==> src/sv/imc_pkg.sv <==
// Package for the instruction mix counter: class codes, op codes and opcode constants.
package imc_pkg;

  // Number of instruction classes and counter width
  localparam int unsigned NUM_CLASSES = 11;
  localparam int unsigned CNT_W       = 32;

  typedef logic [3:0]       class_t;
  typedef logic [1:0]       op_t;
  typedef logic [CNT_W-1:0] count_t;
  typedef logic [5:0]       opc_t;

  // Operation codes
  localparam op_t OP_COUNT = 2'd0;
  localparam op_t OP_CLEAR = 2'd1;
  localparam op_t OP_READ  = 2'd2;

  // Class codes
  localparam class_t CLS_ADD    = 4'd0;
  localparam class_t CLS_SUB    = 4'd1;
  localparam class_t CLS_MUL    = 4'd2;
  localparam class_t CLS_DIV    = 4'd3;
  localparam class_t CLS_LOGIC  = 4'd4;
  localparam class_t CLS_RELAT  = 4'd5;
  localparam class_t CLS_SHIFT  = 4'd6;
  localparam class_t CLS_LOAD   = 4'd7;
  localparam class_t CLS_STORE  = 4'd8;
  localparam class_t CLS_BRANCH = 4'd9;
  localparam class_t CLS_OTHER  = 4'd10;

  // Primary opcodes with special meaning
  localparam opc_t OPC_RTYPE = 6'h3A;
  localparam opc_t OPC_JTYPE = 6'h00;

endpackage

==> src/sv/imc_classify.sv <==
// Instruction word decoder: sorts one word into its instruction class.
module imc_classify
  import imc_pkg::*;
(
  input  logic [31:0] instr_word,
  output class_t      cls
);

  opc_t prim;
  opc_t ext;
  class_t r_cls;
  class_t i_cls;

  assign prim = instr_word[5:0];
  assign ext  = instr_word[16:11];

  // R-type extended opcode decode
  always_comb begin
    unique case (ext)
      6'h08, 6'h10, 6'h18, 6'h20, 6'h28, 6'h30: r_cls = CLS_RELAT;
      6'h06, 6'h0E, 6'h16, 6'h1E:               r_cls = CLS_LOGIC;
      6'h31:                                    r_cls = CLS_ADD;
      6'h39:                                    r_cls = CLS_SUB;
      6'h07, 6'h17, 6'h1F, 6'h27:               r_cls = CLS_MUL;
      6'h24, 6'h25:                             r_cls = CLS_DIV;
      6'h0D:                                    r_cls = CLS_BRANCH;
      6'h02, 6'h03, 6'h0B, 6'h12, 6'h13,
      6'h1A, 6'h1B, 6'h3A, 6'h3B:               r_cls = CLS_SHIFT;
      default:                                  r_cls = CLS_OTHER;
    endcase
  end

  // I-type primary opcode decode
  always_comb begin
    unique case (prim)
      6'h08, 6'h10, 6'h18, 6'h20, 6'h28, 6'h30: i_cls = CLS_RELAT;
      6'h0C, 6'h14, 6'h1C, 6'h2C, 6'h34, 6'h3C: i_cls = CLS_LOGIC;
      6'h04:                                    i_cls = CLS_ADD;
      6'h24:                                    i_cls = CLS_MUL;
      6'h06, 6'h0E, 6'h16, 6'h1E, 6'h26, 6'h2E,
      6'h36:                                    i_cls = CLS_BRANCH;
      6'h03, 6'h23, 6'h07, 6'h27, 6'h0B, 6'h2B,
      6'h0F, 6'h2F, 6'h17, 6'h37:               i_cls = CLS_LOAD;
      6'h05, 6'h25, 6'h0D, 6'h2D, 6'h15, 6'h35: i_cls = CLS_STORE;
      default:                                  i_cls = CLS_OTHER;
    endcase
  end

  // R-type first, J-type counts as other
  always_comb begin
    priority if (prim == OPC_RTYPE) begin
      cls = r_cls;
    end else if (prim == OPC_JTYPE) begin
      cls = CLS_OTHER;
    end else begin
      cls = i_cls;
    end
  end

endmodule

==> src/sv/instruction_mix_counter_core.sv <==
// Instruction mix counter: input register, class decode, counter update, result register.
// A transaction is captured in the input register, then in the result register that drives the output.
// Throughput: one transaction per cycle when not stalled; the counter read-modify-write sits in one stage.
// Output stall holds the result and a full input stage; the input stalls only when both are full and held.
// Reset (rst, synchronous) clears all eleven counters and both stage valids.
module instruction_mix_counter_core
  import imc_pkg::*;
(
  input  logic        clk,
  input  logic        rst,
  input  logic        in_valid,
  output logic        in_stall,
  input  logic [1:0]  op,
  input  logic [31:0] instr_word,
  input  logic [3:0]  read_index,
  output logic        out_valid,
  input  logic        out_stall,
  output logic [3:0]  category,
  output logic [31:0] count_value
);

  // Input stage registers
  logic        s1_valid;
  op_t         s1_op;
  logic [31:0] s1_word;
  class_t      s1_idx;

  // Counter bank
  count_t counts [NUM_CLASSES];

  logic   advance;
  logic   fire;
  class_t cls;
  class_t rd_addr;
  count_t rd_data;
  count_t cnt_inc;
  class_t cat_next;
  count_t val_next;

  // Pipeline flow control
  assign advance  = !out_valid || !out_stall;
  assign fire     = s1_valid && advance;
  assign in_stall = s1_valid && !advance;

  // Input register
  always_ff @(posedge clk) begin
    if (rst) begin
      s1_valid <= 1'b0;
    end else if (!in_stall) begin
      s1_valid <= in_valid;
    end
  end

  always_ff @(posedge clk) begin
    if (!in_stall) begin
      s1_op   <= op;
      s1_word <= instr_word;
      s1_idx  <= read_index;
    end
  end

  imc_classify u_classify (
    .instr_word (s1_word),
    .cls        (cls)
  );

  // Counter read port, shared by count and read
  assign rd_addr = (s1_op == OP_COUNT) ? cls : s1_idx;
  assign rd_data = (rd_addr < class_t'(NUM_CLASSES)) ? counts[rd_addr] : '0;
  assign cnt_inc = rd_data + count_t'(1);

  // Result select
  always_comb begin
    unique case (s1_op)
      OP_COUNT: begin
        cat_next = cls;
        val_next = cnt_inc;
      end
      OP_READ: begin
        cat_next = s1_idx;
        val_next = rd_data;
      end
      default: begin
        cat_next = '0;
        val_next = '0;
      end
    endcase
  end

  // Counter update
  always_ff @(posedge clk) begin
    if (rst) begin
      for (int i = 0; i < NUM_CLASSES; i++) counts[i] <= '0;
    end else if (fire) begin
      if (s1_op == OP_CLEAR) begin
        for (int i = 0; i < NUM_CLASSES; i++) counts[i] <= '0;
      end else if (s1_op == OP_COUNT) begin
        counts[cls] <= cnt_inc;
      end
    end
  end

  // Result register
  always_ff @(posedge clk) begin
    if (rst) begin
      out_valid <= 1'b0;
    end else if (advance) begin
      out_valid <= s1_valid;
    end
  end

  always_ff @(posedge clk) begin
    if (fire) begin
      category    <= cat_next;
      count_value <= val_next;
    end
  end

`ifndef SYNTHESIS
  // Input side stalls only behind a full input stage
  a_stall_full: assert property (@(posedge clk) disable iff (rst)
    in_stall |-> s1_valid)
    else $error("input stalled with empty input stage");

  // Count transaction returns the incremented counter
  a_count_inc: assert property (@(posedge clk) disable iff (rst)
    (fire && s1_op == OP_COUNT) |=> (out_valid && count_value == $past(cnt_inc)))
    else $error("count result does not match incremented counter");

  // Clear leaves the counters at zero
  a_clear: assert property (@(posedge clk) disable iff (rst)
    (fire && s1_op == OP_CLEAR) |=>
      (counts[CLS_ADD] == '0 && counts[CLS_OTHER] == '0 && count_value == '0))
    else $error("counters not cleared");

  // Written counter matches the reported value
  a_count_wr: assert property (@(posedge clk) disable iff (rst)
    (fire && s1_op == OP_COUNT) |=> (counts[category] == count_value))
    else $error("counter bank and result disagree");
`endif

endmodule

==> config.mk <==
export PLATFORM = sky130hd
export DESIGN_NAME = instruction_mix_counter_core
export DESIGN_NICKNAME = d
export VERILOG_FILES = /design/src/sv/imc_pkg.sv /design/src/sv/imc_classify.sv /design/src/sv/instruction_mix_counter_core.sv
export SDC_FILE = /design/constraint.sdc
export NUM_CORES = 1
export LEC_CHECK = 0
export BUFFER_PORTS_ARGS = -buffer_cell sky130_fd_sc_hd__buf_4
export CORE_MARGIN = 3
export CORE_UTILIZATION = 58
export CTS_BUF_LIST = sky130_fd_sc_hd__clkbuf_2 sky130_fd_sc_hd__clkbuf_4 sky130_fd_sc_hd__clkbuf_8
export CTS_CLUSTER_SIZE = 28
export DETAILED_ROUTE_END_ITERATION = 8
export HOLD_SLACK_MARGIN = 0.05
export PLACE_DENSITY = 0.81
export SLEW_MARGIN = 0
export SYNTH_ARGS = -nofsm -noshare
export SYNTH_HDL_FRONTEND = slang
export SYNTH_SLANG_ARGS = --single-unit
==> constraint.sdc <==
create_clock -name clk -period 14.3 [get_ports clk]
set_clock_uncertainty 0.15 [all_clocks]
set_input_delay 0.715 -clock clk [delete_from_list [all_inputs] [get_ports clk]]
set_output_delay 0.715 -clock clk [all_outputs]
set_load 0.01 [all_outputs]
Yosys cells after proc, flatten, opt, wreduce, memory -nomap -nowiden:

Memory sizes are Yosys's and may differ from the RTL's. A register that Yosys moved wholly into a read port is not among the register bits.
Index checks and enable logic that the tools add are counted.

* output and inout port bits: 38
* bits in registers: 61
* bits of input ports: 42
* memories: 3
* memory bits (writable): 352
* ROM bits: 512
* logic and storage cells: 68

* bitwise gates (word level): 11
* reduce and logical (&&, ||, !) cells: 9
* equal/unequal tests: 3
* muxes and demuxes: 33
* order comparisons: 1
* add/sub/neg operators: 1

Memories
* counts: depth 11, width 32, rd ports 1, clocked after Yosys merged registers in 0, wr ports 11, line instruction_mix_counter_core.sv:29 `count_t counts [NUM_CLASSES];`
* (name not given): depth 64, width 4, rd ports 1, clocked after Yosys merged registers in 1, wr ports 0, line imc_classify.sv:35 `unique case (prim)`
* (name not given): depth 64, width 4, rd ports 1, clocked after Yosys merged registers in 1, wr ports 0, line imc_classify.sv:19 `unique case (ext)`

Operator list (number)
* two-way mux 32 bit: 13
* case mux 32 bit (2 select lines): 1
* adder 32 x 1 -> 32 bit, second input constant: 1
* OR reduction 32 bit: 1
* two-way mux 4 bit: 4
* two-way mux 1 bit: 12
* two-way mux 6 bit: 2
* OR 1 bit: 11
* case mux 4 bit (2 select lines): 1
* equality test 6 bit, second input constant: 1
* logical NOT 6 bit: 1
* less-than comparator 4 bit, second input constant: 1
* logical NOT 1 bit: 3
* equality test 2 x 1 -> 1 bit, second input constant: 1
* equality test 2 bit, second input constant: 1
* logical AND 1 bit: 2
* logical NOT 2 bit: 1
* logical OR 1 bit: 1

Longest topological paths before layout:

* depth after elaboration: 8
* mapped depth: 20
* gate-level depth less buffers: 12

Hierarchy:

A second synthesis with hierarchy kept.

* cells, all modules: 1578
* area, all modules: 20083.0 sq um

Modules (own cells, without submodules)
* instruction_mix_counter_core: cells an instance 1458, times used 1, sequential area each 12832.3 sq um, area an instance 19266.0 sq um
* imc_classify: cells an instance 120, times used 1, sequential area each 0.0 sq um, area an instance 817.0 sq um

Worst setup path after synthesis:

Ideal clock, no wire load.

* path kind: in2reg
* start point: input port out_stall
* end point: memory counts[3][0] (netlist bit), enable pin
* buffers on the path: 1
* required time: 13.761 ns
* stages: 8
* arrival: 5.245 ns
* setup time: 0.389 ns
* path slack: 8.516 ns
* cell sequence: a21boi_0 > nor3b_1 > nand2b_1 > nand2b_1 > inv_1 > nand2_1 > clkbuf_1 > nand2_1

RTL lines
* start: declaration: line instruction_mix_counter_core.sv:17 `input logic out_stall,`
* end: declaration: line instruction_mix_counter_core.sv:29

==> flow_summary.ini <==
[run_status]
outcome = complete, no violations

[clock_network]
clk_pin_slew_ns = 0.06
htreeDepth = 3
numCtsBuffers = 69
insertion_delay_ns = 0.64
root_buffer = clkbuf_8
cts_tree = built
postCtsSetupBuffers = 0
cts_max_path_buffers = 3
cts_sinks = 416
holdBufCountCts = 0
cts-resized-gates = 0

[power]
p_per_area_nw_per_um2 = 125
p_int_mw = 2.02
pwr-share-comb = 0.148
switchingPower_mw = 0.798
power_leakage_nw = 7.97
p_clk_frac = 0.349
switching_share = 0.283
p_seq_frac = 0.503
finalPower_mw = 2.82
peakVddDrop_uv = 65.8

[yosys]
synth_seq_cells = 416
synthCells = 1754
synth_fp_nets = 1808
ys_warn_count = 0
synth_ff_type = edfxtp_1
yosysSeqAreaShare = 0.596
synth_area_sq_um = 20800
synth.avg_cell_area_sq_um = 11.9
async_reset_ff_frac = 0
ys_types = 92
synth_edf_count = 406

[setup_path]
setup.worst_path.start = s1_op[0]
cp.arrival_ns = 7.39
rr_startpoint = s1_op[0]
crit_chain = buf_4 -> o21bai_1 -> a21boi_4 -> buf_4 -> nand3_2 -> o22ai_1 -> a2111oi_0 -> buf_4 -> nor4_2 -> nand4_1 -> nor3_1 -> nor3_1
start_kind = register
cp.required_ns = 14.48
cp-end-kind = register
cpPeakStageDelay_ns = 1.04
critPathKind = reg -> reg
crit_slowest_cell = nor3_1
crit_fanout = 44
path_common_cell = buf_4

[cells_and_area]
area_delta_synth_final_pct = 8.81
n_antenna_cell = 0
post-route-util = 0.647
nets = 1836
fillers = 2482
layout-drive-gt1-share = 0.180
seq_area_sq_um = 12400
multi_input_area_sq_um = 7580
stdcell_count = 2283

[timing]
rsz0062_at_grt = false
setup_viol_count_final = 0
fmax_mhz = 139
max_slew_margin = 0.142
setup_tns_ns = 0
drv_slew = 0
worstMarginPinSlew_ns = 1.28
period_share = 0.505
finalHoldViolCount = 0
period_needed_ns = 7.22

[floorplanning]
rows = 68
die_w_um = 195
core-area_sq_um = 35000
initial_core_util = 0.595
die_h_um = 195
ios = 80
floorplan.die_area_sq_um = 38200

[global_routing]
grt_usage = 0.297
grt_pass1_wl_um = 87500
grt_pass1_vias = 15500
grt_max_degree = 53
overflow = 0
antenna_found_initial = 1

[drt]
route.met2.wl_um = 26200
wl_met3_um = 7900
drt_wl_total_um = 57800
via_count = 15500
wl_per_cell_um = 25.3
drc = 0
antenna_left = 0
routed_via_density = 6.79
drtIter0Drc = 2010
top_layer = met5
met1_length_um = 20600
firstDrtPassIters = 7

[placed_design]
dpl.cell_count = 2166
place_congestion = 0.901
io_buffers = 59
dp_hpwl_um = 31700

[worst_hold_path]
worst_hold_path_type = in -> reg
min_from = op[1]

[flow_run]
cap_violations = 0
## synth_stat cells, drive strengths merged, types with 4 or more instances
cell type	number	area (sq um)
buf	82	582
mux2i	114	1140
or3	8	55.1
o21a	9	67.6
o22ai	27	175
nand2b	5	31.3
and2	8	55.1
and3	9	76.3
or4	13	109
clkbuf	63	236
and4	4	37.5
nor3	188	1090
ha	12	150
nor3b	5	42.5
a2111o	12	135
mux2	15	176
o31a	4	35.0
a2111oi	20	298
nand4	14	115
a31oi	13	106
inv	19	71.3
xnor2	19	166
or2	5	31.3
nand3	31	175
o21ai	22	133
nor2	236	903
a21oi	83	419
o31ai	10	75.1
o211ai	11	82.6
o2bb2ai	25	225
dfxtp	10	200
nand2	165	622
nor4	31	289
a211oi	19	148
edfxtp	406	12200
## power by group through the flow
stage	Clock, mW	Sequential, mW	Combinational [mW]
2_1_floorplan	0	1.44	0.298
3_3_place_gp	0	1.44	0.394
3_5_place_dp	0	1.44	0.403
4_1_cts	0.988	1.42	0.405
5_1_grt	1.04	1.42	0.441
6_report	0.986	1.42	0.417
## cell usage in the layout (no fill, tap or decap), drive strengths merged, types with 9 or more instances in the layout
master   Yosys  layout
a31oi       13      13
o31ai       10      10
mux2i      114     114
clkbuf      63      88
nand3       31      31
a2111oi     20      20
nor4        31      31
a21oi       83      83
a211oi      19      19
buf         82     102
a2111o      12      12
o22ai       27      27
inv         19      24
nor3       188     188
xnor2       19      19
nand4       14      14
o21ai       22      22
dfxtp       10      10
clkinv       0      23
o2bb2ai     25      25
ha          12      12
or4         13      13
nand2      165     165
o21a         9       9
and3         9       9
mux2        15      15
nor2       236     236
o211ai      11      11
edfxtp     406     406
## metrics by stage
stage          area (sq um)  setup WS [ns]  hold WS (ns)
2_1_floorplan         20800           8.52         0.303
3_3_place_gp          21400           7.55         0.349
3_5_place_dp          21400           7.37         0.374
4_1_cts               22600           7.29        0.0992
5_1_grt               22600           6.81         0.112
6_report              22600           7.08         0.127
## area by class of cell
cell class	count	share of cell area
sequential	416	0.548
clock buffer	88	0.0485
multi-input combinational	1174	0.335
timing repair buffer	102	0.0338
tap	455	0.0252
inverter	19	0.00315
clock inverter	29	0.00669
## critical path, delay by kind of cell (launching register included)
family,cells,cell delay [ns]
buf+inv,3,1.10
compound gates,4,1.94
flops,1,0.37
simple gates,5,3.32
## worst paths after layout
path | endpoint | slack (ns) | depth (start not counted)
min reg2reg | out_valid | 0.39 | 2
min | s1_op[1] | 0.13 | 1
max reg2reg | counts[4][17] | 7.08 | 12
max | counts[4][17] | 7.08 | 12
## layer usage
metal  track usage  vias up
met5             0        -
met2         0.463     1217
met3        0.0695      276
li1              -     6678
met4         0.159        2
met1         0.391     7332
## logic make-up after synthesis
group,synth area share
flops,0.596
simple gates,0.178
xor+xnor,0.00800
fa+ha+maj,0.00722
mux,0.0633
buf+inv,0.0428
compound gates,0.105
## registers in the layout, indices dropped and copies added, names as in the netlist, 2 cells and up
name and count:
count_value 32, s1_idx 4, category 4, counts 352, s1_word 12, s1_op 2, u_classify.r_cls 4, u_classify.i_cls 4
(Power assumes the default switching activity.)
